===== config.mk =====
export PLATFORM = sky130hd
export DESIGN_NAME = pointer_registry_set
export DESIGN_NICKNAME = d
export VERILOG_FILES = /design/src/sv/prs_pkg.sv /design/src/sv/pointer_registry_set.sv /design/src/sv/prs_cell.sv
export SDC_FILE = /design/constraint.sdc
export NUM_CORES = 2
export LEC_CHECK = 0
export BUFFER_PORTS_ARGS = -buffer_cell sky130_fd_sc_hd__clkbuf_2
export CORE_ASPECT_RATIO = 0.7
export CORE_MARGIN = 10
export CORE_UTILIZATION = 45
export DETAILED_ROUTE_END_ITERATION = 12
export GPL_TIMING_DRIVEN = 0
export MAX_ROUTING_LAYER = met4
export PLACE_DENSITY = 0.7
export SLEW_MARGIN = 20
export SYNTH_ARGS = -nofsm -noshare
export SYNTH_HDL_FRONTEND = slang
export SYNTH_HIERARCHICAL = 1
export SYNTH_SLANG_ARGS = --single-unit

===== constraint.sdc =====
create_clock -name clock -period 10.14 [get_ports clock]
set_clock_uncertainty 0.05 [all_clocks]
set_input_delay 0.507 -clock clock [delete_from_list [all_inputs] [get_ports clock]]
set_output_delay 0.507 -clock clock [all_outputs]
set_load 0.02 [all_outputs]

===== src/sv/prs_pkg.sv =====
// Shared types and constants for the pointer registry set.
// Used by prs_cell and pointer_registry_set; depends on nothing else.
package prs_pkg;

   localparam int NUM_SLOTS = 16;
   localparam int KEY_W     = 64;
   localparam int MODE_W    = 2;
   localparam int USED_W    = 5;
   localparam int COUNT_W   = $clog2(NUM_SLOTS + 1);
   localparam int SAT_W     = (COUNT_W > USED_W) ? COUNT_W : USED_W;
   localparam int USED_MAX  = (1 << USED_W) - 1;

   localparam logic [MODE_W-1:0] MODE_QUERY  = 2'd0;
   localparam logic [MODE_W-1:0] MODE_ADD    = 2'd1;
   localparam logic [MODE_W-1:0] MODE_REMOVE = 2'd2;

   // Scan token that walks the cell chain, one cell per cycle.
   typedef struct packed {
      logic               valid;
      logic               hit_seen;
      logic               free_seen;
      logic [COUNT_W-1:0] count;
   } link_type;

   // Write strobes broadcast to all cells once a scan has finished.
   typedef struct packed {
      logic add;
      logic remove;
   } commit_type;

   function automatic logic [USED_W-1:0] sat_count(input logic [COUNT_W-1:0] c);
      logic [SAT_W-1:0] w;
      w = SAT_W'(c);
      if (w > SAT_W'(USED_MAX)) begin
         return USED_W'(USED_MAX);
      end
      return w[USED_W-1:0];
   endfunction

endpackage


===== src/sv/pointer_registry_set.sv =====
// Pointer registry set: a table of NUM_SLOTS 64-bit keys, zero meaning empty.
// Depends on prs_pkg and prs_cell.
//
// The request channel (req_valid, req_stall, req_mode, req_key) carries one
// operation per transfer: query, add or remove of a key. The response channel
// (rsp_valid, rsp_stall, rsp_ok, rsp_used_count) returns exactly one result
// per request, in order, with the number of occupied slots after the step.
// A request is scanned by a token that walks the chain of slot cells, one
// cell per cycle; the token leaving the last cell is held in tail_ff, and
// the result is loaded into the output register once it is free. The block
// works on one request at a time and takes the next one the cycle after
// the result is loaded. The result sits in an output register, so a new
// request is taken while an earlier result still waits on rsp_stall; a
// finished scan holds its table update until that register is free. Reset
// empties every slot at once and leaves both channels idle; requests are
// accepted in the cycle after reset is released.
module pointer_registry_set (
   input  logic                        clock,
   input  logic                        reset,
   input  logic                        req_valid,
   output logic                        req_stall,
   input  logic [prs_pkg::MODE_W-1:0]  req_mode,
   input  logic [prs_pkg::KEY_W-1:0]   req_key,
   output logic                        rsp_valid,
   input  logic                        rsp_stall,
   output logic                        rsp_ok,
   output logic [prs_pkg::USED_W-1:0]  rsp_used_count
);

   typedef enum logic [1:0] {
      ST_IDLE,
      ST_SCAN,
      ST_FINISH
   } state_type;

   state_type                   state_ff;
   logic [prs_pkg::MODE_W-1:0]  mode_ff;
   logic [prs_pkg::KEY_W-1:0]   key_ff;
   prs_pkg::link_type           head_ff;
   prs_pkg::link_type           tail_ff;
   logic                        rsp_valid_ff;
   logic                        rsp_ok_ff;
   logic [prs_pkg::USED_W-1:0]  rsp_used_ff;

   prs_pkg::link_type           links [0:prs_pkg::NUM_SLOTS];
   prs_pkg::commit_type         commit;

   logic                        req_take;
   logic                        out_free;
   logic                        present;
   logic                        fin_ok;
   logic [prs_pkg::COUNT_W-1:0] fin_count;

   assign links[0] = head_ff;

   for (genvar i = 0; i < prs_pkg::NUM_SLOTS; i++) begin : g_cell
      prs_cell u_cell (
         .clock    (clock),
         .reset    (reset),
         .key      (key_ff),
         .link_in  (links[i]),
         .commit   (commit),
         .link_out (links[i+1])
      );
   end

   assign req_stall = (state_ff != ST_IDLE);
   assign req_take  = req_valid && !req_stall;
   assign out_free  = !rsp_valid_ff || !rsp_stall;

   always_comb begin
      present    = (key_ff != '0) && tail_ff.hit_seen;
      fin_ok     = 1'b0;
      fin_count  = tail_ff.count;
      case (mode_ff)
         prs_pkg::MODE_QUERY: begin
            fin_ok = present;
         end
         prs_pkg::MODE_ADD: begin
            fin_ok = !present && tail_ff.free_seen;
            if (fin_ok && key_ff != '0) begin
               fin_count = tail_ff.count + prs_pkg::COUNT_W'(1);
            end
         end
         prs_pkg::MODE_REMOVE: begin
            fin_ok = tail_ff.hit_seen;
            if (fin_ok && key_ff != '0) begin
               fin_count = tail_ff.count - prs_pkg::COUNT_W'(1);
            end
         end
         default: begin
            fin_ok = 1'b0;
         end
      endcase

      // The table is written only in the cycle the result is loaded.
      commit.add    = (state_ff == ST_FINISH) && out_free
                      && (mode_ff == prs_pkg::MODE_ADD) && fin_ok;
      commit.remove = (state_ff == ST_FINISH) && out_free
                      && (mode_ff == prs_pkg::MODE_REMOVE) && fin_ok;
   end

   always_ff @(posedge clock) begin
      if (reset) begin
         state_ff      <= ST_IDLE;
         head_ff.valid <= 1'b0;
         rsp_valid_ff  <= 1'b0;
      end else begin
         head_ff.valid <= req_take;
         if (state_ff == ST_FINISH && out_free) begin
            rsp_valid_ff <= 1'b1;
         end else if (!rsp_stall) begin
            rsp_valid_ff <= 1'b0;
         end
         case (state_ff)
            ST_IDLE: begin
               if (req_take) begin
                  state_ff <= ST_SCAN;
               end
            end
            ST_SCAN: begin
               if (links[prs_pkg::NUM_SLOTS].valid) begin
                  state_ff <= ST_FINISH;
               end
            end
            ST_FINISH: begin
               if (out_free) begin
                  state_ff <= ST_IDLE;
               end
            end
            default: begin
               state_ff <= ST_IDLE;
            end
         endcase
      end

      if (req_take) begin
         mode_ff <= req_mode;
         key_ff  <= req_key;
      end
      head_ff.hit_seen  <= 1'b0;
      head_ff.free_seen <= 1'b0;
      head_ff.count     <= '0;
      if (state_ff == ST_SCAN && links[prs_pkg::NUM_SLOTS].valid) begin
         tail_ff <= links[prs_pkg::NUM_SLOTS];
      end
      if (state_ff == ST_FINISH && out_free) begin
         rsp_ok_ff   <= fin_ok;
         rsp_used_ff <= prs_pkg::sat_count(fin_count);
      end
   end

   assign rsp_valid      = rsp_valid_ff;
   assign rsp_ok         = rsp_ok_ff;
   assign rsp_used_count = rsp_used_ff;

   a_commit_exclusive: assert property (@(posedge clock) disable iff (reset)
      !(commit.add && commit.remove))
      else $error("add and remove commits asserted together");

   a_tail_only_in_scan: assert property (@(posedge clock) disable iff (reset)
      links[prs_pkg::NUM_SLOTS].valid |-> (state_ff == ST_SCAN))
      else $error("scan token left the chain outside a scan");

   a_busy_after_take: assert property (@(posedge clock) disable iff (reset)
      req_take |=> (req_stall && !rsp_valid_ff) || (req_stall && $past(rsp_valid_ff)))
      else $error("request transfer did not start a scan");

   a_count_bounded: assert property (@(posedge clock) disable iff (reset)
      rsp_valid |-> (int'(rsp_used_count) <= prs_pkg::NUM_SLOTS))
      else $error("occupied count exceeds the table size");

endmodule


===== src/sv/prs_cell.sv =====
// One slot of the registry: holds a key and takes part in the chained scan.
// Depends on prs_pkg for the link and commit types.
module prs_cell (
   input  logic                     clock,
   input  logic                     reset,
   input  logic [prs_pkg::KEY_W-1:0] key,
   input  prs_pkg::link_type        link_in,
   input  prs_pkg::commit_type      commit,
   output prs_pkg::link_type        link_out
);

   logic [prs_pkg::KEY_W-1:0] slot_ff, slot_in;
   logic                      first_hit_ff, first_hit_in;
   logic                      first_free_ff, first_free_in;
   prs_pkg::link_type         link_ff, link_in_next;
   logic                      match, empty;

   assign match = (slot_ff == key);
   assign empty = (slot_ff == '0);

   always_comb begin
      slot_in = slot_ff;
      if (commit.add && first_free_ff) begin
         slot_in = key;
      end else if (commit.remove && first_hit_ff) begin
         slot_in = '0;
      end

      // A cell is the first hit or first free one when no earlier cell claimed it.
      first_hit_in  = first_hit_ff;
      first_free_in = first_free_ff;
      if (link_in.valid) begin
         first_hit_in  = match && !link_in.hit_seen;
         first_free_in = empty && !link_in.free_seen;
      end

      link_in_next.valid     = link_in.valid;
      link_in_next.hit_seen  = link_in.hit_seen || match;
      link_in_next.free_seen = link_in.free_seen || empty;
      link_in_next.count     = link_in.count + prs_pkg::COUNT_W'(!empty);
   end

   always_ff @(posedge clock) begin
      if (reset) begin
         slot_ff       <= '0;
         first_hit_ff  <= 1'b0;
         first_free_ff <= 1'b0;
         link_ff.valid <= 1'b0;
      end else begin
         slot_ff       <= slot_in;
         first_hit_ff  <= first_hit_in;
         first_free_ff <= first_free_in;
         link_ff.valid <= link_in_next.valid;
      end
      link_ff.hit_seen  <= link_in_next.hit_seen;
      link_ff.free_seen <= link_in_next.free_seen;
      link_ff.count     <= link_in_next.count;
   end

   assign link_out = link_ff;

endmodule


---- Word-level counts from Yosys, hierarchy flattened ----
Cells that the tools add are included.
operators by class
  $add $sub $neg .......................... 17
  multipliers ............................. 0
  divide/modulo/power cells ............... 0
  magnitude comparators ................... 1
  eq/ne operators ......................... 24
  shifts and indexed selects .............. 0
  mux-type cells .......................... 46
  bitwise gates (word level) .............. 0
  reductions and logical operators ........ 190
operators with widths
  kind                                               number
  2-to-1 mux 64 bit                                  32
  == test 64 bit                                     16
  logical NOT 64 bit                                 16
  logical AND 1 bit                                  72
  adder 5 x 1 -> 5 bit                               14
  nonzero test 64 bit                                1
  logical NOT 1 bit                                  50
  nonzero test 2 bit                                 17
  logical OR 1 bit                                   31
  2-to-1 mux 5 bit                                   4
  case mux 5 bit (2 select lines)                    1
  2-to-1 mux 2 bit                                   3
  case mux 2 bit (3 select lines)                    1
  adder 5 x 1 -> 5 bit (second input constant)       1
  > comparator 5 bit (second input constant)         1
  subtractor 5 x 1 -> 5 bit (second input constant)  1
  == test 2 x 1 -> 1 bit (second input constant)     2
  == test 2 bit (second input constant)              2
  logical NOT 2 bit                                  2
  2-to-1 mux 1 bit                                   4
  != test 2 x 1 -> 1 bit (second input constant)     2
  != test 2 bit (second input constant)              2
  case mux 1 bit (3 select lines)                    1
  AND reduction 3 bit                                1
  adder 1 x 1 -> 2 bit                               1
storage, ports and cells
  register bits ........................... 1263
  latch bits .............................. 0
  memory bits (writable) .................. 0
  ROM bits ................................ 0
  input bits .............................. 70
  output and inout bits ................... 8
  word-level logic and storage cells ...... 400
  memories kept ........................... 0

---- Longest topological paths before layout ----
  word-level depth ........................ 11
  mapped depth ............................ 11
  gate-level depth less buffers ........... 10

---- Cells and area by module ----
The synthesis kept the hierarchy.
by module, submodules not included
  module                instances  cells each  area an instance (um^2)  seq. area each (um^2)
  prs_cell              16         349         3251.9                   1481.4
  pointer_registry_set  1          189         3156.8                   2452.4

---- Worst setup path after synthesis ----
No wires, ideal clock.
  path type ............................... reg-to-reg
  start point ............................. reg state_ff[0]
  end point ............................... reg key_ff[0] in the netlist's numbering, enable pin
  library setup time ...................... 0.491 ns
  data arrival time ....................... 3.466 ns
  data required time ...................... 9.599 ns
  setup slack ............................. 6.133 ns
  stages on the path, launching flop included .. 3
  buffers on the path ..................... 0
  period minus slack after synthesis ...... 4.007 ns
  path through ............................ dfxtp_1 -> or2_2 -> nor2_1
between the ends
  word-level cells in the longest chain between the ends .. 3
RTL lines
  element                 RTL line                     source
  start, declared         pointer_registry_set.sv:36   state_type state_ff;
  start signal, assigned  pointer_registry_set.sv:105  state_ff <= ST_IDLE;
  start signal, assigned  pointer_registry_set.sv:118  state_ff <= ST_SCAN;
  start signal, assigned  pointer_registry_set.sv:123  state_ff <= ST_FINISH;
  nonzero test 2 bit      pointer_registry_set.sv:67   assign req_stall = (state_ff != ST_IDLE);
  named net req_stall     pointer_registry_set.sv:21   output logic req_stall,
  logical NOT 1 bit       pointer_registry_set.sv:68   assign req_take = req_valid && !req_stall;
  logical AND 1 bit       pointer_registry_set.sv:68
  named net req_take      pointer_registry_set.sv:48   logic req_take;
  end signal, assigned    pointer_registry_set.sv:139  key_ff <= req_key;
  end, declared           pointer_registry_set.sv:38   logic [prs_pkg::KEY_W-1:0] key_ff;
The timed path passes the listed nets, and every way through them passes these cells.
A chain may end at the register's enable or synchronous reset.

==> flow_summary.yaml <==
clock_tree:
  path_clk_slew_ps: 70
  clock_sinks: 1267
  ctsHoldBuffers: 67
  clock_path_buffers: 3
  clk_latency_ps: 770
  postCtsSetupBuffers: 0
  cts_inserted_buffers: 111
  root_buffer: "clkbuf_16"
  cts.repair.resized: 0
  h-tree-depth: 3
  cts_tree: "done"
sta:
  slew_headroom_pct: 13.2
  max_clock_freq_mhz: 200
  setup_tns_ps: 0
  worst_pin_slew_ps: 1290
  setup_viol: 0
  hold_viol: 0
  holdWs_ps: 36.6
  period_needed_ps: 5000
  maxSlewViolCount: 0
  fin_crit_sh_pct: 49.4
  rsz0062_at_grt: "false"
  layout_setup_ws_ps: 5140
worst_setup_path:
  critPathCaptureType: "register"
  start_kind: "register"
  path_max_fanout: 15
  required_ps: 10790
  cp.arrival_ps: 5650
  crit_type: "register to register"
power:
  power.leakage_nw: 21.9
  seqPwrFrac_pct: 48.8
  p_total_mw: 10.5
  p_int_mw: 7.85
  switching_share_pct: 25.5
  p_per_area_nw_per_um2: 159
  vdd_drop_max_mv: 0.174
  p_switching_mw: 2.68
  clock_power_share_pct: 42.3
  p_comb_share_pct: 8.8
route:
  first_iter_violations: 8396
  dr.pass1.iters: 7
  wirelength_mm: 217
  dr_total_vias: 51300
  antenna_left: 0
  drc: 0
  avgRoutedWirePerCell_um: 27.1
  vias_per_cell: 6.40
synth:
  syn_inst: 5773
  yosysTopAreaCellShare_pct: 43.1
  ys_ff_latch: 1267
  avgSynthCellArea_um2: 9.56
  synth.distinct_cells: 45
  ys_warn_count: 6
  synth_area_um2: 55200
  synth-seq-area-share_pct: 47.4
  synth_area_leader_cell: "dfxtp_1"
  synth_area_leaders: "dfxtp_1 43%, xnor2_1 17%, a22oi_1 14%, nor2_1 7.1%, edfxtp_1 4.3%"
place:
  post-dp-hpwl_mm: 161
  port_buffers: 77
  place_ws_ps: 5330
  gp_congestion: 0.984
floorplan:
  die_h_um: 313
  rows: 107
  die_w_um: 439
  core_um2: 122000
  design.die.area_um2: 137000
  io_pins: 78
  initial_core_util_pct: 45.3
flow_run:
  drv_cap: 0
grt:
  grt_antenna_before_repair: 1
  grtUsageTotal_pct: 30.8
  grt_pass1_vias: 48100
  grt_pass1_wl_mm: 315
  grt_max_degree: 31
  grt_overflow: 0
layout:
  drive_gt1_share_pct: 9.22
  fillerInstances: 10400
  layout_common_cells: "1188 x dfxtp_1, 1056 x xnor2_1, 1048 x nor2_1"
  finish.utilization_pct: 54.6
  area.growth.synth_to_final_pct: 20.3
  ff_latch_area_um2: 26200
  layout.cells.most_common: "dfxtp_1"
  nets: 6388
  multi_input_area_um2: 27600
min_path:
  hold_class: "primary input to register"
status:
  status: "finished, final reports clean"
## cell usage after synthesis (all sizes together)
master,n
dfxtp,1188
xnor2,1056
nor2,1049
a22oi,1024
nor4,354
nand4,344
clkbuf,212
buf,129
edfxtp,79
inv,55
nand3,50
ha,38
a21oi,35
nand2,29
nand2b,18
o41ai,17
or2,17
and2,16
nand3b,16
xor2,16
mux2i,4
nor2b,4
a221o,3
mux2,3
nor3,3
and3,2
o211ai,2
a21boi,1
a21o,1
a311o,1
a311oi,1
a32o,1
conb,1
nor3b,1
o21a,1
o21ba,1
o31ai,1
## registers in the layout, indices dropped and copies added (netlist names), 5 cells and up
name / count
g_cell.u_cell/first_free_ff: 16
tail_ff: 7
g_cell.u_cell/slot_ff: 1024
g_cell.u_cell/first_hit_ff: 16
key_ff: 64
rsp_used_count: 5
g_cell.u_cell/link_out: 128
## final timing paths
path	from	endpoint	slack (ps)	cells past startpoint
setup / recovery	key_ff[34]$_DFFE_PP_	g_cell[13].u_cell/slot_ff[11]$_SDFFE_PP0P_	5140	16
hold / removal	req_valid	state_ff[0]$_SDFFE_PP0P_	40	3
hold reg to reg	g_cell[15].u_cell/link_out[3]$_DFF_P_	tail_ff[3]$_DFFE_PP_	360	0
setup reg to reg	key_ff[34]$_DFFE_PP_	g_cell[13].u_cell/slot_ff[11]$_SDFFE_PP0P_	5140	16
## layer usage
metal  wire (um)  vias up  track usage (%)
li1            -    22000                -
met1       84500    24500             40.5
met2       84500     3835             41.3
met3       34200      939             11.6
met4       13900        0             14.4
met5           0        -                -
## metrics by stage
stage          instances  instance area [um2]
4_1_cts             8010                66400
2_1_floorplan       5785                55200
3_5_place_dp        7735                62000
5_1_grt             8012                66400
3_3_place_gp        7497                57700
6_report            8017                66400
## logic make-up (layout without fill, tap and decap cells)
logic type	after synthesis	after routing	synth area share, %
flip-flops	1267	1267	47.4
AND/OR/NAND/NOR	1903	1903	17.0
adder cells (fa/ha/maj)	38	38	0.862
buffers and inverters	396	986	2.74
multiplexers	7	7	0.141
AO/OA/AOI/OAI	1089	1089	14.8
XOR/XNOR	1072	1072	17.0
other	1	20	0.00680
## cell type report
type	instances	area share [%]
Multi-Input combinational cell	4122	41.5
Sequential cell	1267	39.4
Timing Repair Buffer	382	8.06
Clock buffer	149	4.69
Tap cell	1635	3.08
Buffer	341	1.97
Clock inverter	59	0.957
Inverter	55	0.311
Antenna cell	7	0.0264
## critical path, stage by stage (launching register included)
cell and delay [ps]:
edfxtp_1 650, buf_8 270, buf_8 160, buf_16 160, buf_16 160, nor4_1 250, nand4_1 180, nor4_4 690
mux2i_1 170, o21a_1 210, and3_2 240, buf_12 180, and2_1 200, a21oi_2 540, clkbuf_1 450, a22oi_1 170
nor2_1 150
## power groups by stage
| stage | registers, mW | logic (mW) | clock network [mW] |
|---|---|---|---|
| 2_1_floorplan | 5.31 | 0.276 | 0 |
| 3_3_place_gp | 5.53 | 0.403 | 0 |
| 3_5_place_dp | 5.25 | 0.857 | 0 |
| 4_1_cts | 5.14 | 0.881 | 4.46 |
| 5_1_grt | 5.14 | 0.933 | 4.67 |
| 6_report | 5.14 | 0.931 | 4.46 |
Note: power is estimated with default switching activity, not from simulation.
